===== src/sv/scoredist_distance_top_defines.svh =====
// Assertion macros shared by the scoredist distance RTL.
`ifndef SCOREDIST_DISTANCE_TOP_DEFINES_SVH
`define SCOREDIST_DISTANCE_TOP_DEFINES_SVH

// Same-cycle implication, sampled on clk, off while rst_n is low.
`define SD_ASSERT_SAME(lbl, ante, cons) \
  lbl: assert property (@(posedge clk) disable iff (!rst_n) (ante) |-> (cons)) \
    else $error("scoredist_distance: assertion failed");

// Next-cycle implication, sampled on clk, off while rst_n is low.
`define SD_ASSERT_NEXT(lbl, ante, cons) \
  lbl: assert property (@(posedge clk) disable iff (!rst_n) (ante) |=> (cons)) \
    else $error("scoredist_distance: assertion failed");

`endif


===== src/sv/sd_pkg.sv =====
// Package: types, constants and substitution table for the scoredist distance block.
`default_nettype none
package sd_pkg;

  localparam int CODE_W   = 5;
  localparam int NCODES   = 20;
  localparam int SUM_W    = 24;
  localparam int CNT_W    = 17;
  localparam int EXP_W    = 18;
  localparam int CAL_W    = 17;
  localparam int DIST_W   = 21;
  localparam int CFG_W    = 18;
  localparam int WIDE_W   = 43;
  localparam int PROD_W   = 53;
  localparam int M_W      = 31;
  localparam int E_W      = 6;
  localparam int FRAC_W   = 30;
  localparam int LOG_W    = E_W + FRAC_W;
  localparam int DQ_W     = 23;
  localparam int DM_W     = 24;
  localparam int SQ_CNT_W = 5;

  localparam logic [CNT_W-1:0]  COUNT_CAP     = 17'd65536;
  localparam logic [EXP_W-1:0]  EXP_RESET     = 18'h3_7AA7;  // -34137
  localparam logic [CAL_W-1:0]  CAL_RESET     = 17'd84365;   // 1.2873 in Q16
  localparam logic [23:0]       LN2_Q24       = 24'd11629080;
  localparam logic [DM_W-1:0]   DIST_POS_MAX  = 24'd1048575;
  localparam logic [DM_W-1:0]   DIST_NEG_MAX  = 24'd1048576;
  localparam logic [E_W-1:0]    E_START       = 6'd30;
  localparam logic [SQ_CNT_W-1:0] SQ_LAST_IDX = 5'd29;

  typedef enum logic [0:0] {
    CFG_EXPECTED = 1'b0,
    CFG_CALIB    = 1'b1
  } cfg_idx_t;

  typedef struct packed {
    logic [CODE_W-1:0] letter_a;
    logic [CODE_W-1:0] letter_b;
    logic              last;
  } in_item_t;

  typedef struct packed {
    logic signed [DIST_W-1:0] distance;
    logic                     ratio_low;
    logic                     upper_zero;
  } out_item_t;

  typedef struct packed {
    logic acc_en;
    logic rnd_en;
    logic norm_en;
    logic cmp_en;
    logic log_load;
    logic log_load_um;
    logic log_norm;
    logic log_sq;
    logic log_store;
    logic log_store_u;
    logic ml_en;
    logic mh_en;
    logic dq_en;
    logic dm_en;
    logic out_load;
  } sd_cmd_t;

  typedef struct packed {
    logic upper_zero;
    logic ratio_low;
    logic norm_done;
  } sd_stat_t;

  localparam logic signed [4:0] BLOSUM62 [0:399] = '{
     4, 0,-2,-1,-2, 0,-2,-1,-1,-1,-1,-2,-1,-1,-1, 1, 0, 0,-3,-2,
     0, 9,-3,-4,-2,-3,-3,-1,-3,-1,-1,-3,-3,-3,-3,-1,-1,-1,-2,-2,
    -2,-3, 6, 2,-3,-1,-1,-3,-1,-4,-3, 1,-1, 0,-2, 0,-1,-3,-4,-3,
    -1,-4, 2, 5,-3,-2, 0,-3, 1,-3,-2, 0,-1, 2, 0, 0,-1,-2,-3,-2,
    -2,-2,-3,-3, 6,-3,-1, 0,-3, 0, 0,-3,-4,-3,-3,-2,-2,-1, 1, 3,
     0,-3,-1,-2,-3, 6,-2,-4,-2,-4,-3, 0,-2,-2,-2, 0,-2,-3,-2,-3,
    -2,-3,-1, 0,-1,-2, 8,-3,-1,-3,-2, 1,-2, 0, 0,-1,-2,-3,-2, 2,
    -1,-1,-3,-3, 0,-4,-3, 4,-3, 2, 1,-3,-3,-3,-3,-2,-1, 3,-3,-1,
    -1,-3,-1, 1,-3,-2,-1,-3, 5,-2,-1, 0,-1, 1, 2, 0,-1,-2,-3,-2,
    -1,-1,-4,-3, 0,-4,-3, 2,-2, 4, 2,-3,-3,-2,-2,-2,-1, 1,-2,-1,
    -1,-1,-3,-2, 0,-3,-2, 1,-1, 2, 5,-2,-2, 0,-1,-1,-1, 1,-1,-1,
    -2,-3, 1, 0,-3, 0, 1,-3, 0,-3,-2, 6,-2, 0, 0, 1, 0,-3,-4,-2,
    -1,-3,-1,-1,-4,-2,-2,-3,-1,-3,-2,-2, 7,-1,-2,-1,-1,-2,-4,-3,
    -1,-3, 0, 2,-3,-2, 0,-3, 1,-2, 0, 0,-1, 5, 1, 0,-1,-2,-2,-1,
    -1,-3,-2, 0,-3,-2, 0,-3, 2,-2,-1, 0,-2, 1, 5,-1,-1,-3,-3,-2,
     1,-1, 0, 0,-2, 0,-1,-2, 0,-2,-1, 1,-1, 0,-1, 4, 1,-2,-3,-2,
     0,-1,-1,-1,-2,-2,-2,-1,-1,-1,-1, 0,-1,-1,-1, 1, 5, 0,-2,-2,
     0,-1,-3,-2,-1,-3,-3, 3,-2, 1, 1,-3,-2,-2,-3,-2, 0, 4,-3,-1,
    -3,-2,-4,-3, 1,-2,-2,-3,-3,-2,-1,-4,-4,-2,-3,-3,-2,-3,11, 2,
    -2,-2,-3,-2, 3,-3, 2,-1,-2,-1,-1,-2,-3,-1,-2,-2,-2,-1, 2, 7
  };

  // score of a residue pair; zero for codes outside the table
  function automatic logic signed [4:0] blosum(input logic [CODE_W-1:0] a,
                                               input logic [CODE_W-1:0] b);
    logic [9:0] idx;
    idx = 10'(a) * 10'd20 + 10'(b);
    if (a < CODE_W'(NCODES) && b < CODE_W'(NCODES)) begin
      return BLOSUM62[idx[8:0]];
    end
    return 5'sd0;
  endfunction

endpackage
`default_nettype wire


===== src/sv/sd_ctrl.sv =====
// Controller: sequences accumulation, scoring, serial log2 and output load.
`default_nettype none
module sd_ctrl (
  input  wire logic          clk,
  input  wire logic          rst_n,
  input  wire logic          in_valid,
  input  wire logic          in_last,
  output logic               in_ready,
  output logic               out_valid,
  input  wire logic          out_ready,
  input  wire sd_pkg::sd_stat_t stat,
  output sd_pkg::sd_cmd_t    cmd
);
  import sd_pkg::*;

  typedef enum logic [3:0] {
    S_IDLE, S_RND, S_NORM, S_CMP, S_DEC, S_LNRM, S_LSQ, S_LST,
    S_ML, S_MH, S_DQ, S_DM, S_FIN
  } state_t;

  state_t               state_r, state_nxt;
  logic [SQ_CNT_W-1:0]  cnt_r, cnt_nxt;
  logic                 pass_r, pass_nxt;
  logic                 out_valid_r, out_valid_nxt;
  logic                 fire;

  assign in_ready  = (state_r == S_IDLE);
  assign out_valid = out_valid_r;
  assign fire      = in_valid && in_ready;

  always_comb begin
    cmd           = '0;
    state_nxt     = state_r;
    cnt_nxt       = cnt_r;
    pass_nxt      = pass_r;
    unique case (state_r)
      S_IDLE: begin
        cmd.acc_en = fire;
        if (fire && in_last) state_nxt = S_RND;
      end
      S_RND: begin
        cmd.rnd_en = 1'b1;
        state_nxt  = S_NORM;
      end
      S_NORM: begin
        cmd.norm_en = 1'b1;
        state_nxt   = S_CMP;
      end
      S_CMP: begin
        cmd.cmp_en = 1'b1;
        state_nxt  = S_DEC;
      end
      S_DEC: begin
        if (stat.upper_zero || stat.ratio_low) begin
          state_nxt = S_FIN;
        end else begin
          cmd.log_load = 1'b1;
          pass_nxt     = 1'b0;
          state_nxt    = S_LNRM;
        end
      end
      S_LNRM: begin
        if (stat.norm_done) begin
          cnt_nxt   = SQ_LAST_IDX;
          state_nxt = S_LSQ;
        end else begin
          cmd.log_norm = 1'b1;
        end
      end
      S_LSQ: begin
        cmd.log_sq = 1'b1;
        if (cnt_r == '0) state_nxt = S_LST;
        else cnt_nxt = cnt_r - 1'b1;
      end
      S_LST: begin
        cmd.log_store   = 1'b1;
        cmd.log_store_u = pass_r;
        if (!pass_r) begin
          cmd.log_load    = 1'b1;
          cmd.log_load_um = 1'b1;
          pass_nxt        = 1'b1;
          state_nxt       = S_LNRM;
        end else begin
          state_nxt = S_ML;
        end
      end
      S_ML: begin
        cmd.ml_en = 1'b1;
        state_nxt = S_MH;
      end
      S_MH: begin
        cmd.mh_en = 1'b1;
        state_nxt = S_DQ;
      end
      S_DQ: begin
        cmd.dq_en = 1'b1;
        state_nxt = S_DM;
      end
      S_DM: begin
        cmd.dm_en = 1'b1;
        state_nxt = S_FIN;
      end
      S_FIN: begin
        if (!out_valid_r || out_ready) begin
          cmd.out_load = 1'b1;
          state_nxt    = S_IDLE;
        end
      end
      default: state_nxt = S_IDLE;
    endcase
    out_valid_nxt = cmd.out_load ? 1'b1 : (out_ready ? 1'b0 : out_valid_r);
  end

  always_ff @(posedge clk) begin
    if (!rst_n) begin
      state_r     <= S_IDLE;
      cnt_r       <= '0;
      pass_r      <= 1'b0;
      out_valid_r <= 1'b0;
    end else begin
      state_r     <= state_nxt;
      cnt_r       <= cnt_nxt;
      pass_r      <= pass_nxt;
      out_valid_r <= out_valid_nxt;
    end
  end

endmodule
`default_nettype wire


===== config.mk =====
export PLATFORM = sky130hd
export DESIGN_NAME = sd_ctrl
export DESIGN_NICKNAME = d
export VERILOG_FILES = /design/src/sv/scoredist_distance_top_defines.svh /design/src/sv/sd_pkg.sv /design/src/sv/sd_ctrl.sv
export SDC_FILE = /design/constraint.sdc
export NUM_CORES = 1
export LEC_CHECK = 0
export BUFFER_PORTS_ARGS = -buffer_cell sky130_fd_sc_hd__buf_2
export CAP_MARGIN = 40
export CORE_UTILIZATION = 50
export CTS_CLUSTER_DIAMETER = 30
export DETAILED_ROUTE_END_ITERATION = 7
export HOLD_SLACK_MARGIN = 0.12
export PLACE_DENSITY = 0.78
export SLEW_MARGIN = 10
export SYNTH_ARGS = -nofsm -noshare
export SYNTH_HDL_FRONTEND = slang
export SYNTH_SLANG_ARGS = --single-unit
export TNS_END_PERCENT = 20

===== constraint.sdc =====
create_clock -name clk -period 2.27 [get_ports clk]
set_input_delay 0.3405 -clock clk [delete_from_list [all_inputs] [get_ports clk]]
set_output_delay 0.3405 -clock clk [all_outputs]
set_load 0.005 [all_outputs]

==> flow_summary.yaml, run 1 <==
power:
  cellLeakagePower_nw: 0.3889
  peakVddDrop_uv: 231.9
  combPwrFrac: 0.190
  internal_power_mw: 0.3058
  p_sw_mw: 0.1264
  swShare: 0.2925
  clock_power_share: 0.306
  powerDensity_nw_per_um2: 465.0
  p_seq_frac: 0.504
routing:
  drt_iter0_drc: 27
  vias_per_cell: 5.768
  drt-total-wl_um: 1788
  drt-pass1-iter-count: 4
  ant_nets: 0
  drc: 0
  dr_total_vias: 819
  wl_per_cell_um: 12.59
synthesis:
  synthFlopType: "dfxtp_1"
  synth_top_area_share: 0.2724
  synth.avg_cell_area_um2: 7.625
  yosysWarnings: 0
  synth_seq_cells: 11
  async_flop_share: 0
  synth-edff-count: 0
  ys_top_cells_by_area: "dfxtp_1 (27%), nand2_1 (6.0%), nor2_1 (6.0%)"
  synth_cell_type_count: 36
  syn_area_um2: 808.3
  synth_top_area_cell: "dfxtp_1"
  ys_seq_area_frac: 0.2724
  synth_fp_nets: 115
  postSynthCellCount: 106
place:
  dp_hpwl_um: 1333
  place_area_um2: 903.4
  placed_cells: 138
  gp_congestion: 0.8599
  portBuffers: 24
floorplan:
  dieArea_um2: 1781
  io_pins: 25
  rows: 14
  die_h_um: 42.21
  die_x_um: 42.21
  initial_core_util: 0.5365
  core_um2: 1506
sta:
  rsz0062_at_grt: "false"
  fin_crit_ps: 2026
  max_freq_mhz: 493.6
  hold_slack_ps: 396.6
  worst_pin_slew_ps: 591.6
  final.setup.tns_ps: 0
  hold_violations: 0
  fin_crit_sh: 0.8924
  slew_headroom: 0.6051
  setup_viol: 0
  fin_skew_ps: 4.068
  slew_viol_final: 0
global_route:
  antenna_found_initial: 0
  grt_pass1_wl_um: 3229
  grt_start_max_net_pins: 18
  grt_pass1_vias: 768
  overflow: 0
  grt_util_all_layers: 0.2293
clocking:
  clk_latency_ps: 260
  cts_tree: "built"
  cts_setup_buffers: 0
  hold_buffers: 0
  cts_resized: 0
  cts_buffers: 3
  htreeDepth: 1
  cts.clk_slew.worst_paths_ps: 70
  root_buffer: "clkbuf_4"
  clock_sinks: 11
  clock_path_buffers: 2
worst_setup_path:
  startpoint_type: "register"
  crit_fanout: 16
  reg2regPathDepth: 4
  crit_type: "register to output pin"
  required_ps: 1930
  crit_path_end_kind: "output pin"
  crit_arrival_ps: 1690
final_layout:
  nNetsFinal: 136
  layout-drive-gt1-share: 0.2778
  area_growth_pct: 15.02
  design_area_um2: 929.6
  antennaDiodeCount: 0
  fin_cells: 142
run:
  maxCapViolCount: 0
hold_path:
  hold-path-cell-count: 3
  hold_path_class: "input port to register"
status:
  outcome: "finished, final reports clean"
## worst paths after layout
| kind | to | slack, ps | startpoint |
|---|---|---|---|
| max | cmd[8] | 240 | state_r[0]$_SDFFE_PN0P_ |
| min | cnt_r[2]$_SDFFE_PN0P_ | 400 | rst_n |
| max reg2reg | state_r[0]$_SDFFE_PN0P_ | 570 | state_r[2]$_SDFFE_PN0P_ |
| min reg2reg | cnt_r[0]$_SDFFE_PN0P_ | 480 | cnt_r[0]$_SDFFE_PN0P_ |
## metrics by stage
stage	util	total power, mW	worst slack, ps
finish	0.6171	0.4323	244.2
global route	0.6171	0.4594	80.59
CTS	0.6171	0.4371	240.3
detailed placement	0.5997	0.3041	537.8
global placement	0.5997	0.3009	583.8
floorplan	-	0.2768	799.5
## cells by family (layout without fill, tap and decap cells)
group,after synthesis,count (layout),share of synthesized area
adder cells (fa/ha/maj),1,1,0.01548
AO/OA/AOI/OAI,22,22,0.1904
flip-flops,11,11,0.2724
AND/OR/NAND/NOR,60,60,0.4474
buffers and inverters,12,32,0.07429
## layout make-up
cell class	instances	area [um2]
clock buffers	4	26.28
fillers	140	576.8
inverters	4	15.01
multi-input cells	83	528.0
flip-flops and latches	11	220.2
well taps	16	20.02
repair buffers	24	120.1
## worst max-delay path, cell delays in order, from the launching register on
cell      delay, ps
dfxtp_1         700
nand2b_4        130
nor4b_2         400
buf_2           190
## power groups by stage
stage	combinational, mW	sequential [mW]	clock [mW]
CTS	0.0823	0.217	0.138
finish	0.0819	0.218	0.132
global route	0.0932	0.220	0.146
floorplan	0.0669	0.210	0
detailed placement	0.0820	0.222	0
global placement	0.0798	0.221	0
## state kept, by name (all words and copies together), names as in the netlist
signal	cells
cnt_r	5
state_r	4
out_valid	1
pass_r	1
## cell usage in the layout, fill, tap and decap left out, types with 2 or more instances in the layout
cell and n:
nor2_1 13, clkbuf_4 3, o22ai_1 2, o21a_1 2, nand3_1 3, nor4b_2 2, a31oi_1 3, nor3_1 8
nand2b_1 6, dfxtp_1 11, a21oi_1 6, a21boi_1 2, nor2b_1 4, buf_2 24, inv_1 4, nand2_1 13
## synthesized netlist by cell type (2+ instances only)
master,instances
clkbuf_1,2
o22ai_1,2
nor2_1,13
nand2b_1,6
buf_2,3
a31oi_1,3
buf_4,3
inv_1,4
dfxtp_1,11
nand3_1,3
nand2_1,13
nor4b_2,2
a21boi_1,2
nor2b_1,4
o21a_1,2
nor3_1,8
a21oi_1,6
## routing by layer
layer | vias to the layer above | wire length (um) | part of all wire | GRT usage
met3 | 2 | 55 | 0.031 | 0.01724
met4 | 0 | 21 | 0.012 | 0.1313
met5 | - | 0 | 0 | 0
met1 | 382 | 774 | 0.43 | 0.2727
li1 | 415 | - | - | -
met2 | 20 | 937 | 0.52 | 0.4000
Power figures use the tool's default switching activity.
==> run 2: changes to the inputs <==
- CORE_UTILIZATION: 50 -> 40
- PLACE_DENSITY: 0.78 -> default
==> flow_summary.yaml, run 2 (synthesis gave the netlist of run 1 again) <==
status:
  outcome: "finished, final reports clean"
place:
  dp_hpwl_um: 1309
  portBuffers: 24
  placed_cells: 147
  gp_congestion: 0.7718
  place_area_um2: 914.6
power:
  combPwrFrac: 0.189
  clock_power_share: 0.312
  internal_power_mw: 0.3058
  swShare: 0.2990
  p_sw_mw: 0.1305
  p_seq_frac: 0.499
  cellLeakagePower_nw: 0.3889
  powerDensity_nw_per_um2: 463.7
  peakVddDrop_uv: 332.9
sta:
  hold_slack_ps: 396.4
  rsz0062_at_grt: "false"
  setup_viol: 0
  slew_headroom: 0.5912
  fin_crit_ps: 2077
  fin_skew_ps: 5.110
  fin_crit_sh: 0.9152
  worst_pin_slew_ps: 612.4
  hold_violations: 0
  final.setup.tns_ps: 0
  slew_viol_final: 0
  max_freq_mhz: 481.4
worst_setup_path:
  crit_path_end_kind: "output pin"
  crit_type: "register to output pin"
  cp-startpoint: "state_r[0]$_SDFFE_PN0P_"
  crit_arrival_ps: 1740
  regToRegStartpoint: "state_r[0]$_SDFFE_PN0P_"
  cpPeakStageDelay_ps: 680
  required_ps: 1930
  startpoint_type: "register"
  slowest_stage: "dfxtp_1"
  crit_path_cell_trace: "nand2b_4 -> nor4b_2 -> buf_2"
  crit_fanout: 16
clocking:
  htreeDepth: 1
  clk_latency_ps: 270
  cts.clk_slew.worst_paths_ps: 70
  cts_setup_buffers: 0
  cts_buffers: 3
  clock_sinks: 11
  cts_tree: "built"
  cts_resized: 0
  clock_path_buffers: 2
  root_buffer: "clkbuf_4"
  hold_buffers: 0
floorplan:
  die_x_um: 46.95
  die_h_um: 46.95
  initial_core_util: 0.4486
  dieArea_um2: 2204
  rows: 15
  io_pins: 25
  core_um2: 1802
final_layout:
  multi_input_area_um2: 528.0
  design_area_um2: 940.9
  layout_common_cells: "buf_2 (24), nand2_1 (13), nor2_1 (13)"
  antennaDiodeCount: 0
  nNetsFinal: 136
  fin_cells: 151
  final_common_cell: "buf_2"
  regArea_um2: 220.2
  layout-drive-gt1-share: 0.2778
  regMostFlops: "cnt_r"
  largest_reg_flops: 5
  utilization: 0.5222
  top_regs: "cnt_r x5, state_r x4"
  area_growth_pct: 16.41
  num-fill-cells: 197
hold_path:
  hold_path_class: "input port to register"
  min_from: "rst_n"
global_route:
  grt_util_met1: 0.2734
  grt_util_all_layers: 0.1916
  grt_start_max_net_pins: 18
  grt_pass1_wl_um: 2932
  busiest_layer: "met2"
  gr-usage-met2: 0.2806
  met3_usage: 0.03462
  grt_pass1_vias: 646
  overflow: 0
  antenna_found_initial: 0
routing:
  drc: 0
  drt-total-wl_um: 1830
  drt_iter0_drc: 11
  wl_per_cell_um: 12.12
  dr_total_vias: 803
  ant_nets: 0
  vias_per_cell: 5.318
  drt-pass1-iter-count: 4
run:
  maxCapViolCount: 0
-- run 2: critical path, delay by kind of cell (launching register included) --
family	cells	cell delay, ps
buf+inv	1	200
flops	1	680
simple gates	2	580
-- run 2: final cells by class --
type | instances | area share
Clock buffer | 4 | 0.02793
Timing Repair Buffer | 24 | 0.1277
Inverter | 4 | 0.01596
Tap cell | 25 | 0.03324
Multi-Input combinational cell | 83 | 0.5612
Sequential cell | 11 | 0.2340
-- run 2: final timing paths --
kind                                                end  slack [ps]  depth (start not counted)
worst min register to register    cnt_r[0]$_SDFFE_PN0P_         490                          2
worst min-delay path            state_r[1]$_SDFFE_PN0P_         400                          3
worst max register to register  state_r[2]$_SDFFE_PN0P_         570                          4
worst max-delay path                             cmd[8]         190                          3
-- run 2: metrics by stage --
step / setup WS [ps] / power [mW]
3_3_place_gp: 577.6 / 0.3038
5_1_grt: 40.62 / 0.4612
4_1_cts: 185.3 / 0.4412
2_1_floorplan: 799.5 / 0.2768
3_5_place_dp: 504.2 / 0.3036
6_report: 192.6 / 0.4363
-- run 2: routing by layer --
layer	part of all wire	vias up
met2	0.44	28
met5	0	-
met3	0.061	2
li1	-	417
met4	0.0055	0
met1	0.49	356
-- run 2: power groups by stage --
stage               clock network, mW  logic, mW  registers, mW
finish                          0.136     0.0825          0.218
global route                    0.149     0.0923          0.220
CTS                             0.141     0.0827          0.217
detailed placement                  0     0.0820          0.222
global placement                    0     0.0826          0.221
floorplan                           0     0.0669          0.210
==> run 3: changes to the inputs <==
- CTS_BUF_LIST: default -> sky130_fd_sc_hd__clkbuf_8 sky130_fd_sc_hd__clkbuf_16
- CTS_CLUSTER_SIZE: default -> 20
- RECOVER_POWER: default -> 50
==> flow_summary.yaml, run 3 (synthesis gave the netlist of run 1 again) <==
floorplan:
  core_um2: 1802
  io_pins: 25
  die_h_um: 46.95
  initial_core_util: 0.4486
  die_x_um: 46.95
  rows: 15
  dieArea_um2: 2204
clocking:
  cts_tree: "built"
  clock_path_buffers: 2
  clk_latency_ps: 240
  htreeDepth: 1
  root_buffer: "clkbuf_8"
  cts_setup_buffers: 0
  cts_resized: 0
  cts_buffers: 3
  cts.clk_slew.worst_paths_ps: 50
  clock_sinks: 11
  hold_buffers: 0
place:
  pre_cts_ws_ps: 504.2
  portBuffers: 24
  placed_cells: 147
  gp_congestion: 0.7718
  dp_hpwl_um: 1309
final_layout:
  fin_cells: 151
  largest_reg_flops: 5
  num-fill-cells: 199
  layout_common_cells: "buf_2 (22), nand2_1 (13), nor2_1 (13)"
  layout-drive-gt1-share: 0.2460
  area_growth_pct: 16.87
  antennaDiodeCount: 0
  nNetsFinal: 136
  final_common_cell: "buf_2"
  utilization: 0.5243
  top_regs: "cnt_r x5, state_r x4"
  regMostFlops: "cnt_r"
sta:
  fin_skew_ps: 5.399
  fin_crit_ps: 2049
  rsz0062_at_grt: "false"
  hold_violations: 0
  slew_headroom: 0.5813
  worst_pin_slew_ps: 626.8
  final.setup.tns_ps: 0
  setup_viol: 0
  hold_slack_ps: 427.3
  fin_crit_sh: 0.9027
  slew_viol_final: 0
  worst_slack_ps: 220.9
  max_freq_mhz: 488.0
worst_setup_path:
  cpPeakStageDelay_ps: 600
  crit_fanout: 15
  crit_path_cell_trace: "nor4bb_1 -> nor2b_1 -> buf_2"
  crit_type: "register to output pin"
  crit_path_end_kind: "output pin"
  slowest_stage: "dfxtp_1"
  ff2ff_setup_slack_ps: 490
  startpoint_type: "register"
  crit_arrival_ps: 1710
  required_ps: 1930
routing:
  vias_per_cell: 5.477
  wl_met1_um: 916
  drt-pass1-iter-count: 4
  drc: 0
  wl_met3_um: 107
  ant_nets: 0
  dr_total_vias: 827
  top_layer: "met4"
  wl_per_cell_um: 12.48
  dr_wl_met2_um: 851
  drt-total-wl_um: 1885
  drt_iter0_drc: 16
global_route:
  grt_start_max_net_pins: 18
  grt_pass1_wl_um: 2932
  grt_util_all_layers: 0.1916
  antenna_found_initial: 0
  overflow: 0
  grt_pass1_vias: 650
power:
  cellLeakagePower_nw: 0.3877
  peakVddDrop_uv: 352.0
  powerDensity_nw_per_um2: 524.6
run:
  maxCapViolCount: 0
hold_path:
  hold_path_class: "input port to register"
status:
  outcome: "finished, final reports clean"
[run 3: critical path: cells and delay by family (launching register included)]
kind / cells / cell delay, ps
buf+inv: 1 / 110
flops: 1 / 600
simple gates: 2 / 750
[run 3: stage by stage]
stage | power [mW] | cell area, um2
final | 0.4955 | 944.7
after global routing | 0.5168 | 944.7
after CTS | 0.5005 | 959.7
after detailed placement | 0.3036 | 914.6
after global placement | 0.3038 | 914.6
after floorplan | 0.2768 | 808.3
[run 3: worst paths after layout]
check | start | end | depth (start not counted)
worst max-delay path | state_r[2]$_SDFFE_PN0P_ | cmd[0] | 3
worst min-delay path | rst_n | state_r[1]$_SDFFE_PN0P_ | 3
worst max register to register | cnt_r[0]$_SDFFE_PN0P_ | state_r[2]$_SDFFE_PN0P_ | 6
worst min register to register | cnt_r[0]$_SDFFE_PN0P_ | cnt_r[0]$_SDFFE_PN0P_ | 2
[run 3: layout make-up]
class,count,area [um2],area share
flip-flops and latches,11,220.2,0.2331
well taps,25,31.28,0.03311
multi-input cells,83,515.5,0.5457
inverters,4,15.01,0.01589
clock buffers,3,41.29,0.04371
clock inverters,1,3.754,0.003974
repair buffers,24,117.6,0.1245
[run 3: power breakdown]
| part | internal, mW | leakage [nW] | total, mW | switching (mW) |
|---|---|---|---|---|
| sequential | 0.198 | 0.0889 | 0.218 | 0.0201 |
| combinational | 0.0402 | 0.272 | 0.0823 | 0.0421 |
| clock | 0.119 | 0.0269 | 0.195 | 0.0763 |
| total | 0.357 | 0.388 | 0.496 | 0.138 |
[run 3: layer usage]
metal / vias to the layer above / track usage
li1: 419 / -
met1: 375 / 0.2734
met2: 31 / 0.2806
met3: 2 / 0.03462
met4: 0 / 0.08571
met5: - / 0
